==> src/hdl/go_back_n_packet_receiver_top_assert.svh <==
// Assertion macros for the go-back-N receiver.
// Included by the top level; no other dependencies.
`ifndef GO_BACK_N_PACKET_RECEIVER_TOP_ASSERT_SVH
`define GO_BACK_N_PACKET_RECEIVER_TOP_ASSERT_SVH

`ifndef SYNTHESIS
`define GBNR_ASSERT_NOW(label, ante, cons) \
    label: assert property (@(posedge clk) disable iff (!rst_n) (ante) |-> (cons)) \
        else $error("assertion failed");
`define GBNR_ASSERT_NEXT(label, ante, cons) \
    label: assert property (@(posedge clk) disable iff (!rst_n) (ante) |=> (cons)) \
        else $error("assertion failed");
`else
`define GBNR_ASSERT_NOW(label, ante, cons)
`define GBNR_ASSERT_NEXT(label, ante, cons)
`endif

`endif

==> src/hdl/gbnr_pkg.sv <==
// Shared types, codes and helpers for the go-back-N receiver.
// No dependencies.
package gbnr_pkg;

    localparam logic [15:0] FLAG_START      = 16'h0010;
    localparam logic [15:0] FLAG_OVER       = 16'h0008;
    localparam logic [15:0] FLAG_ABORT      = 16'h0018;
    localparam logic [15:0] FLAG_ACK        = 16'h0002;
    localparam logic [15:0] SUM_GOOD        = 16'hffff;

    typedef enum logic [2:0] {
        OC_START  = 3'd0,
        OC_DATA   = 3'd1,
        OC_LAST   = 3'd2,
        OC_REJECT = 3'd3,
        OC_QUIT   = 3'd4
    } outcome_t;

    // Packet class decided by the front end
    typedef enum logic [2:0] {
        CLS_REJECT,
        CLS_QUIT,
        CLS_START,
        CLS_DATA,
        CLS_OVER
    } pkt_cls_t;

    typedef struct packed {
        pkt_cls_t     cls;
        logic [15:0]  seq;
        logic [10:0]  pay;
    } pkt_rec_t;

    // Ones'-complement add with end-around carry
    function automatic logic [15:0] oc_add(input logic [15:0] a, input logic [15:0] b);
        logic [16:0] s;
        begin
            s = {1'b0, a} + {1'b0, b};
            oc_add = s[15:0] + {15'd0, s[16]};
        end
    endfunction

endpackage

==> src/hdl/go_back_n_packet_receiver_top.sv <==
// Top level of the go-back-N packet receiver: front end, packet queue, back end.
// Depends on gbnr_pkg, gbnr_front, gbnr_fifo, gbnr_back and the assert header.
//
// Channel | handshake                   | payload
// input   | word_valid / word_ready     | word, last_word
// result  | result_valid / result_ready | outcome, ack_req, ack_seq, ack_stream_seq,
//         |                             | ack_checksum, payload_bytes
//
// One word per cycle is taken while the packet queue has room; a packet's result
// passes through a queue entry and is then held in the back end's output register.
// A two-entry packet queue sits between the word front end and the window logic;
// input stalls only when that queue is full behind a stalled result.
// Reset clears control state, not queue storage or result fields. After an abort packet words are taken and dropped.
`include "go_back_n_packet_receiver_top_assert.svh"
module go_back_n_packet_receiver_top import gbnr_pkg::*; #(
    parameter int BUFFER_BYTES = 1024
) (
    input  logic        clk,
    input  logic        rst_n,
    input  logic        word_valid,
    output logic        word_ready,
    input  logic [15:0] word,
    input  logic        last_word,
    output logic        result_valid,
    input  logic        result_ready,
    output logic [2:0]  outcome,
    output logic        ack_req,
    output logic [15:0] ack_seq,
    output logic [15:0] ack_stream_seq,
    output logic [15:0] ack_checksum,
    output logic [10:0] payload_bytes
);

    logic     q_push, q_full, q_not_empty, q_pop;
    pkt_rec_t q_in, q_out;

    gbnr_front #(.BUFFER_BYTES(BUFFER_BYTES)) u_front (
        .clk        (clk),
        .rst_n      (rst_n),
        .word_valid (word_valid),
        .word_ready (word_ready),
        .word       (word),
        .last_word  (last_word),
        .q_full     (q_full),
        .q_push     (q_push),
        .q_data     (q_in)
    );

    gbnr_fifo u_fifo (
        .clk       (clk),
        .rst_n     (rst_n),
        .push      (q_push),
        .push_data (q_in),
        .full      (q_full),
        .not_empty (q_not_empty),
        .pop       (q_pop),
        .pop_data  (q_out)
    );

    gbnr_back u_back (
        .clk            (clk),
        .rst_n          (rst_n),
        .q_not_empty    (q_not_empty),
        .q_data         (q_out),
        .q_pop          (q_pop),
        .result_valid   (result_valid),
        .result_ready   (result_ready),
        .outcome        (outcome),
        .ack_req        (ack_req),
        .ack_seq        (ack_seq),
        .ack_stream_seq (ack_stream_seq),
        .ack_checksum   (ack_checksum),
        .payload_bytes  (payload_bytes)
    );

    `GBNR_ASSERT_NOW(a_no_ack_only_quit, result_valid && !ack_req, outcome == OC_QUIT)
    `GBNR_ASSERT_NOW(a_reject_no_payload, result_valid && outcome == OC_REJECT, payload_bytes == 11'd0)
    `GBNR_ASSERT_NEXT(a_quit_is_final, result_valid && result_ready && outcome == OC_QUIT, !result_valid)
    `GBNR_ASSERT_NOW(a_queue_no_overflow, q_push, !q_full)

endmodule

==> src/hdl/gbnr_front.sv <==
// Front end: accepts packet words, keeps the running sum and header fields,
// classifies each packet on its last word. Depends on gbnr_pkg.
module gbnr_front import gbnr_pkg::*; #(
    parameter int BUFFER_BYTES = 1024
) (
    input  logic        clk,
    input  logic        rst_n,
    input  logic        word_valid,
    output logic        word_ready,
    input  logic [15:0] word,
    input  logic        last_word,
    input  logic        q_full,
    output logic        q_push,
    output pkt_rec_t    q_data
);

    localparam logic [15:0] BufMax = 16'(BUFFER_BYTES);

    logic [15:0] sum_reg, sum_next;
    logic [2:0]  idx_reg, idx_next;       // saturates at 5
    logic [10:0] size_reg, size_next;
    logic [15:0] flag_reg, flag_next;
    logic [15:0] seq_reg, seq_next;
    logic        quit_reg, quit_next;
    logic        acc;
    logic [10:0] clamp_w;
    pkt_cls_t    cls;

    assign word_ready = quit_reg || !q_full;
    assign acc        = word_valid && word_ready;

    assign clamp_w = (word > BufMax) ? BufMax[10:0] : word[10:0];

    always_comb
    begin
        sum_next  = oc_add(sum_reg, word);
        size_next = (idx_reg == 3'd0) ? clamp_w : size_reg;
        flag_next = (idx_reg == 3'd2) ? word : flag_reg;
        seq_next  = (idx_reg == 3'd4) ? word : seq_reg;
        idx_next  = (idx_reg < 3'd5) ? idx_reg + 3'd1 : idx_reg;

        if (idx_reg < 3'd4)
            cls = CLS_REJECT;
        else if (flag_next == FLAG_ABORT)
            cls = CLS_QUIT;
        else if (sum_next != SUM_GOOD)
            cls = CLS_REJECT;
        else if (flag_next == FLAG_START)
            cls = CLS_START;
        else if (flag_next == FLAG_OVER)
            cls = CLS_OVER;
        else
            cls = CLS_DATA;

        quit_next = quit_reg || (q_push && cls == CLS_QUIT);
    end

    assign q_push     = acc && last_word && !quit_reg;
    assign q_data.cls = cls;
    assign q_data.seq = seq_next;
    assign q_data.pay = size_next;

    always_ff @(posedge clk or negedge rst_n)
    begin
        if (!rst_n)
        begin
            sum_reg  <= '0;
            idx_reg  <= '0;
            size_reg <= '0;
            flag_reg <= '0;
            seq_reg  <= '0;
            quit_reg <= 1'b0;
        end
        else if (acc)
        begin
            quit_reg <= quit_next;
            if (last_word)
            begin
                sum_reg  <= '0;
                idx_reg  <= '0;
                size_reg <= '0;
                flag_reg <= '0;
                seq_reg  <= '0;
            end
            else if (!quit_reg)
            begin
                sum_reg  <= sum_next;
                idx_reg  <= idx_next;
                size_reg <= size_next;
                flag_reg <= flag_next;
                seq_reg  <= seq_next;
            end
        end
    end

endmodule

==> src/hdl/gbnr_fifo.sv <==
// Two-entry queue of classified packets between front and back ends.
// Depends on gbnr_pkg.
module gbnr_fifo import gbnr_pkg::*; (
    input  logic     clk,
    input  logic     rst_n,
    input  logic     push,
    input  pkt_rec_t push_data,
    output logic     full,
    output logic     not_empty,
    input  logic     pop,
    output pkt_rec_t pop_data
);

    localparam int Depth = 2;

    pkt_rec_t mem [Depth];
    logic       wr_ptr_reg, rd_ptr_reg;
    logic [1:0] count_reg;

    assign full      = (count_reg == 2'(Depth));
    assign not_empty = (count_reg != 2'd0);
    assign pop_data  = mem[rd_ptr_reg];

    always_ff @(posedge clk)
    begin
        if (push)
            mem[wr_ptr_reg] <= push_data;
    end

    always_ff @(posedge clk or negedge rst_n)
    begin
        if (!rst_n)
        begin
            wr_ptr_reg <= 1'b0;
            rd_ptr_reg <= 1'b0;
            count_reg  <= '0;
        end
        else
        begin
            if (push)
                wr_ptr_reg <= !wr_ptr_reg;
            if (pop)
                rd_ptr_reg <= !rd_ptr_reg;
            count_reg <= count_reg + {1'b0, push} - {1'b0, pop};
        end
    end

endmodule

==> src/hdl/gbnr_back.sv <==
// Back end: applies the go-back-N window to classified packets, updates the
// expected sequence and stream count, and registers the result. Uses gbnr_pkg.
module gbnr_back import gbnr_pkg::*; (
    input  logic        clk,
    input  logic        rst_n,
    input  logic        q_not_empty,
    input  pkt_rec_t    q_data,
    output logic        q_pop,
    output logic        result_valid,
    input  logic        result_ready,
    output logic [2:0]  outcome,
    output logic        ack_req,
    output logic [15:0] ack_seq,
    output logic [15:0] ack_stream_seq,
    output logic [15:0] ack_checksum,
    output logic [10:0] payload_bytes
);

    logic [15:0] exp_reg, exp_next;
    logic [15:0] stream_reg, stream_next;
    logic        valid_reg;
    outcome_t    oc_reg, oc_c;
    logic        ack_reg, ack_c;
    logic [15:0] aseq_reg, aseq_c;
    logic [15:0] astr_reg, astr_c;
    logic [15:0] ack_ck_reg, ack_ck_c;
    logic [10:0] pay_reg, pay_c;
    logic [15:0] exp_inc;

    assign q_pop   = q_not_empty && (!valid_reg || result_ready);
    assign exp_inc = exp_reg + 16'd1;

    always_comb
    begin
        exp_next    = exp_reg;
        stream_next = stream_reg;
        oc_c        = OC_REJECT;
        ack_c       = 1'b1;
        pay_c       = '0;
        case (q_data.cls)
            CLS_QUIT:
            begin
                oc_c        = OC_QUIT;
                ack_c       = 1'b0;
                stream_next = stream_reg + 16'd1;
                exp_next    = '0;
            end
            CLS_START:
            begin
                if (q_data.seq == exp_reg)
                begin
                    oc_c  = OC_START;
                    pay_c = q_data.pay;
                end
            end
            CLS_DATA, CLS_OVER:
            begin
                if (q_data.seq == exp_inc)
                begin
                    exp_next = exp_inc;
                    pay_c    = q_data.pay;
                    oc_c     = (q_data.cls == CLS_OVER) ? OC_LAST : OC_DATA;
                end
            end
            default:
            begin
                oc_c = OC_REJECT;
            end
        endcase

        // ack carries the sequence after advance and the stream before the bump
        aseq_c   = ack_c ? exp_next : 16'd0;
        astr_c   = ack_c ? stream_reg : 16'd0;
        ack_ck_c = ack_c ? ~oc_add(oc_add(FLAG_ACK, stream_reg), exp_next) : 16'd0;

        // end of file: bump stream and restart sequence
        if (oc_c == OC_LAST)
        begin
            stream_next = stream_reg + 16'd1;
            exp_next    = '0;
        end
    end

    always_ff @(posedge clk or negedge rst_n)
    begin
        if (!rst_n)
        begin
            exp_reg    <= '0;
            stream_reg <= '0;
            valid_reg  <= 1'b0;
        end
        else
        begin
            if (q_pop)
            begin
                exp_reg    <= exp_next;
                stream_reg <= stream_next;
                valid_reg  <= 1'b1;
            end
            else if (result_ready)
                valid_reg <= 1'b0;
        end
    end

    always_ff @(posedge clk)
    begin
        if (q_pop)
        begin
            oc_reg     <= oc_c;
            ack_reg    <= ack_c;
            aseq_reg   <= aseq_c;
            astr_reg   <= astr_c;
            ack_ck_reg <= ack_ck_c;
            pay_reg    <= pay_c;
        end
    end

    assign result_valid   = valid_reg;
    assign outcome        = oc_reg;
    assign ack_req        = ack_reg;
    assign ack_seq        = aseq_reg;
    assign ack_stream_seq = astr_reg;
    assign ack_checksum   = ack_ck_reg;
    assign payload_bytes  = pay_reg;

endmodule
==> config.mk <==
export PLATFORM = sky130hd
export DESIGN_NAME = go_back_n_packet_receiver_top
export DESIGN_NICKNAME = d
export VERILOG_FILES = /design/src/hdl/gbnr_pkg.sv /design/src/hdl/go_back_n_packet_receiver_top.sv /design/src/hdl/gbnr_front.sv /design/src/hdl/gbnr_fifo.sv /design/src/hdl/gbnr_back.sv
export VERILOG_INCLUDE_DIRS = /design/src /design/src/hdl
export SDC_FILE = /design/constraint.sdc
export NUM_CORES = 1
export LEC_CHECK = 0
export BUFFER_PORTS_ARGS = -buffer_cell sky130_fd_sc_hd__buf_2
export CAP_MARGIN = 0
export CORE_MARGIN = 5
export CORE_UTILIZATION = 56
export DETAILED_ROUTE_END_ITERATION = 12
export HOLD_SLACK_MARGIN = 0.08
export PLACE_DENSITY = 0.77
export SYNTH_ARGS = -nofsm -noshare
export SYNTH_HDL_FRONTEND = slang
export SYNTH_HIERARCHICAL = 1
export SYNTH_SLANG_ARGS = --single-unit
==> constraint.sdc <==
create_clock -name clk -period 6.7 [get_ports clk]
set_input_delay 0.335 -clock clk [delete_from_list [all_inputs] [get_ports clk]]
set_output_delay 0.335 -clock clk [all_outputs]
set_load 0.03 [all_outputs]
# Yosys cells after proc, flatten, opt, wreduce, memory -nomap -nowiden
# Memories as Yosys holds them, arrays and structs flattened.
# Index checks and enable logic that the tools add are counted.
word_totals:
  ramBits: 60
  memories: 1
  wordCells: 109
  output_inout_bits: 65
  reg_bits: 163
mem_list:
  columns: ["memory", "depth", "width", "rd", "rd_clocked_by_memory_dff", "write_ports", "line", "rtl"]
  rows:
  - ["u_fifo.mem", 2, 30, 1, 0, 1, "gbnr_fifo.sv:16", "pkt_rec_t mem [Depth];"]
op_classes:
  bitwise_logic: 1
  n_lt_le_gt_ge: 3
  n_reduce_logical: 22
  n_mux: 37
  add_sub_neg: 11
  n_eq_ne: 16
op_table:
  columns: ["operator", "n"]
  rows:
  - ["$mux 16", 12]
  - ["$mux 11", 6]
  - ["$add 16x1->16", 3]
  - ["$add 16x16->17", 2]
  - ["$add 16x1->16 const B", 2]
  - ["$eq 16x16->1", 2]
  - ["$eq 16x5->1 const B", 2]
  - ["$pmux 16 s2", 1]
  - ["$mux 3", 9]
  - ["$pmux 11 s2", 1]
  - ["$add 2x16->17 const A", 1]
  - ["$eq 16x4->1 const B", 1]
  - ["$gt 16x11->1 const B", 1]
  - ["$ne 16x16->1 const B", 1]
  - ["$not 16->16", 1]
  - ["$eq 3x2->1 const B", 4]
  - ["$pmux 3 s3", 1]
  - ["$reduce_bool 2->1", 4]
  - ["$eq 3x1->1 const B", 2]
  - ["$eq 3x3->1 const B", 2]
  - ["$lt 3x3->1 const B", 2]
  - ["$logic_and 1x1->1", 5]
  - ["$logic_not 1->1", 5]
  - ["$mux 1", 5]
  - ["11 further kinds", 15]

# Longest topological paths before layout
depth:
  depth_word: 11
  depth_mapped: 28
  mapped_depth_nobuf: 26

# Cells and area by module
# Netlist, hierarchy kept.
by_module_without_submodules:
  columns: ["module", "instances", "seq_area_each_um2", "cells_each", "area_each_um2"]
  rows:
  - ["gbnr_back", 1, 2717.6, 701, 6643.9]
  - ["gbnr_front", 1, 1576.5, 432, 4256.6]
  - ["gbnr_fifo", 1, 1901.8, 108, 2372.3]

# Least setup slack after synthesis
# OpenSTA, ideal clock, no wires.
synth_path:
  kind: "reg2reg"
  start: "register u_fifo.rd_ptr_reg"
  end: "register u_back.ack_ck_reg[14], in the netlist u_back/ack_checksum[14] (data pin)"
  arrival_ps: 6054
  slack_ps: 499
  path_stages_with_launch: 28
  path_cell_list: "dfrtp_1 -> buf_6 -> mux2_2 -> xnor2_1 -> or3_1 -> a211o_1 -> or4_4 -> nor3_1 -> nand3_1 -> mux2i_1 -> ha_1 -> inv_1 -> fa_1 -> nor2b_1 -> o31ai_1 -> a21oi_1 -> o21ai_0 -> a21oi_1 -> a21oi_1 -> o21bai_1 -> ha_1 -> nand3_1 -> nor2_1 -> and4_1 -> clkbuf_1 -> nand4_1 -> or3_1 -> a21oi_1"
synth_rtl:
  columns: ["item", "line", "rtl"]
  rows:
  - ["from (decl)", "gbnr_fifo.sv:17", "logic wr_ptr_reg, rd_ptr_reg;"]
  - ["from (signal assigned)", "gbnr_fifo.sv:43", "rd_ptr_reg <= !rd_ptr_reg;"]
  - ["to (signal assigned)", "gbnr_back.sv:113", "ack_ck_reg <= ack_ck_c;"]
  - ["to (decl)", "gbnr_back.sv:26", "logic [15:0] ack_ck_reg, ack_ck_c;"]

==> reports/metrics.cfg <==
[outcome]
outcome = finished clean

[critical_path]
worstSetupStartpointType = flip-flop
cp_max_fo = 7
end_kind = flip-flop
crit_type = reg -> reg
required_ns = 6.95
arrival_ns = 6.51

[yosys]
synth_seq_cells = 223
synthCells = 1241
syn_area_per_cell_um2 = 10.7
synthFlopType = edfxtp_1
synth_nets = 1311
ys_warn_count = 6
ys_seq_area_frac = 0.467
synth.distinct_cells = 85
synth_edf_count = 123
synth_area_um2 = 13300
ys_async_sr_fraction = 0.448

[sta]
hold_viol = 0
fmax_mhz = 160
finalCriticalPeriod_ns = 6.26
worst_pin_slew_ns = 0.990
report.final.slew_viol_count = 0
period_share = 0.934
tns_ns = 0
relSlewSlack = 0.340
worst_clock_skew_ns = 0.00946
setup_viol = 0

[grt]
antenna_found_initial = 0
grt_max_degree = 79
grt_first_pass_wirelength_um = 50400
overflow = 0
grt_pass1_vias = 9600
groute.usage.overall = 0.231

[cells_and_area]
final_nets = 1379
areaGrowthSynthToFinish_pct = 11.4
largest_reg_flops = 60
antennaDiodeCount = 0
drive_gt1_frac = 0.176
regMostFlops = u_fifo/mem
fin_area_um2 = 14800

[clock_tree]
cts.path.max_buffers = 3
cts_buffers = 23
cts.sinks = 223
htreeDepth = 1
cts_tree = done
root_buffer = clkbuf_16
clk_latency_ns = 0.51
cts.clk_slew.worst_paths_ns = 0.06

[die]
dieArea_um2 = 26900
die_y_um = 164
ios = 86
start_util = 0.567
fp.dieW_um = 164
core_um2 = 23400
num_rows = 56

[flow_run]
max_cap_violations = 0

[placement]
gp_congestion = 0.963
dp_hpwl_um = 22000
place_area_um2 = 13900
io_buffers = 85

[pwr]
powerDensity_nw_per_um2 = 369
p_total_mw = 5.46
p_leak_nw = 6.10
vdd_drop_max_uv = 314

[drt]
first_pass_iters = 7
drt-total-wl_um = 31100
drtIter0Drc = 844
viasPerCell = 6.17
vias = 10100
wl_per_cell_um = 18.9
drc = 0
ant_nets = 0

[worst_hold_path]
hp-class = in -> reg

[Yosys cell counts (all sizes together), types with 3 or more instances]
cell	n	area (um^2)
buf	18	125
a31oi	30	188
o31ai	16	120
a21oi	38	190
nand3	40	205
a211o	5	43.8
o211ai	11	96.3
mux2i	27	270
nor3b	3	22.5
nor2	70	263
xnor2	78	691
nand4	19	119
or3	10	62.6
xor2	33	289
a22o	58	508
o211a	5	57.6
nor3	36	185
clkbuf	49	184
o21a	12	97.6
mux2	45	507
edfxtp	123	3690
nor4	17	136
inv	29	109
o21ai	51	255
and4	6	52.6
or2	6	37.5
or4	5	41.3
a21o	18	143
a2111oi	5	62.6
ha	47	588
nand2	96	363
a41oi	3	33.8
a211oi	11	115
nand3b	4	30.0
and3	17	106
and3b	3	26.3
nor2b	18	113
dfrtp	100	2500
and2	31	194
nand2b	14	87.6
[area by class of cell]
cell class                      instances  area (um^2)
Inverter                               29          109
Fill cell                            1866         8620
Multi-Input combinational cell        922         6710
Clock buffer                           27          622
Tap cell                              319          399
Timing Repair Buffer                  110          621
Sequential cell                       223         6200
Clock inverter                         15          123
[final timing paths]
kind | slack, ns | depth (start not counted) | start | end
max | 0.44 | 25 | u_fifo/rd_ptr_reg | u_back/ack_checksum[15]
min | 0.14 | 2 | word[11] | u_front/flag_reg[11]
max reg2reg | 0.44 | 25 | u_fifo/rd_ptr_reg | u_back/ack_checksum[15]
min reg2reg | 0.49 | 2 | u_front/sum_reg[4] | u_front/sum_reg[4]
max in group asynchronous | 5.12 | 3 | rst_n | u_fifo/rd_ptr_reg
min in group asynchronous | 0.37 | 2 | rst_n | u_front/sum_reg[7]
[worst max-delay path, stage by stage, from the launching register on]
cell and delay [ns]:
dfrtp_2 0.44, mux2_2 0.36, xnor2_1 0.15, or3_1 0.32, a211o_1 0.29, or4_4 0.54, nor3_2 0.23, nand3_1 0.18
mux2i_2 0.24, ha_1 0.20, inv_1 0.06, fa_1 0.45, nor2b_2 0.17, o31ai_1 0.12, a21oi_1 0.22, o21ai_0 0.14
a21oi_2 0.20, a21oi_1 0.09, o21bai_1 0.20, ha_1 0.21, nand3_1 0.14, nor2_2 0.16, and4_4 0.29, nand4_1 0.16
nor4_1 0.38, nor3_1 0.09
[per-layer routing]
metal | share of wire | routed length, um | global-route usage
met1 | 0.43 | 13200 | 0.310
met2 | 0.47 | 14700 | 0.385
met3 | 0.062 | 1920 | 0.0294
met4 | 0.038 | 1200 | 0.0884
met5 | 0 | 0 | 0
[logic make-up (layout without fill, tap and decap cells)]
| group | count (synthesis) | count (layout) | share of synthesized area |
|---|---|---|---|
| mux | 72 | 72 | 0.0585 |
| flops | 223 | 223 | 0.467 |
| xor+xnor | 112 | 112 | 0.0756 |
| buf+inv | 96 | 181 | 0.0315 |
| fa+ha+maj | 49 | 49 | 0.0473 |
| simple gates | 402 | 402 | 0.160 |
| compound gates | 287 | 287 | 0.161 |
[stage by stage]
stage	worst slack (ns)	instances	hold slack [ns]	utilization
after global routing	-0.0297	1645	0.120	0.632
after floorplan	0.499	1241	0.0394	-
after detailed placement	0.119	1598	0.383	0.596
after CTS	0.0579	1642	0.111	0.628
final	0.442	1645	0.137	0.632
after global placement	0.378	1598	0.383	0.596
[placed cells by master, fill, tap and decap left out, types with 11 or more instances in the layout]
master,instances
o31ai_1,16
inv_1,28
nand2b_1,14
mux2i_1,26
buf_4,24
a21o_1,17
xnor2_1,76
and2_1,30
nor2_1,68
nor3_1,34
a21oi_1,37
xor2_1,33
nor4_1,14
o21ai_0,46
nand4_1,19
edfxtp_1,123
clkbuf_16,24
nor2b_1,16
a22o_1,58
nand3_1,39
a31oi_1,30
dfrtp_1,99
o21a_1,11
and3_1,17
ha_1,46
mux2_2,45
nand2_1,95
buf_2,84
[power by group]
group / switching, mW / internal (mW)
combinational: 1.44 / 0.808
clock: 0.532 / 0.712
sequential: 0.145 / 1.82
[timing repair]
| item | 4_1_cts | 5_1_grt |
|---|---|---|
| hold buffers | 2 | 0 |
| resized for setup | 0 | 14 |
| setup endpoints to repair | 0 | 10 |
| buffers inserted | 0 | 3 |
| endpoints found under the hold margin | 46 | 0 |
(Power assumes the default switching activity.)
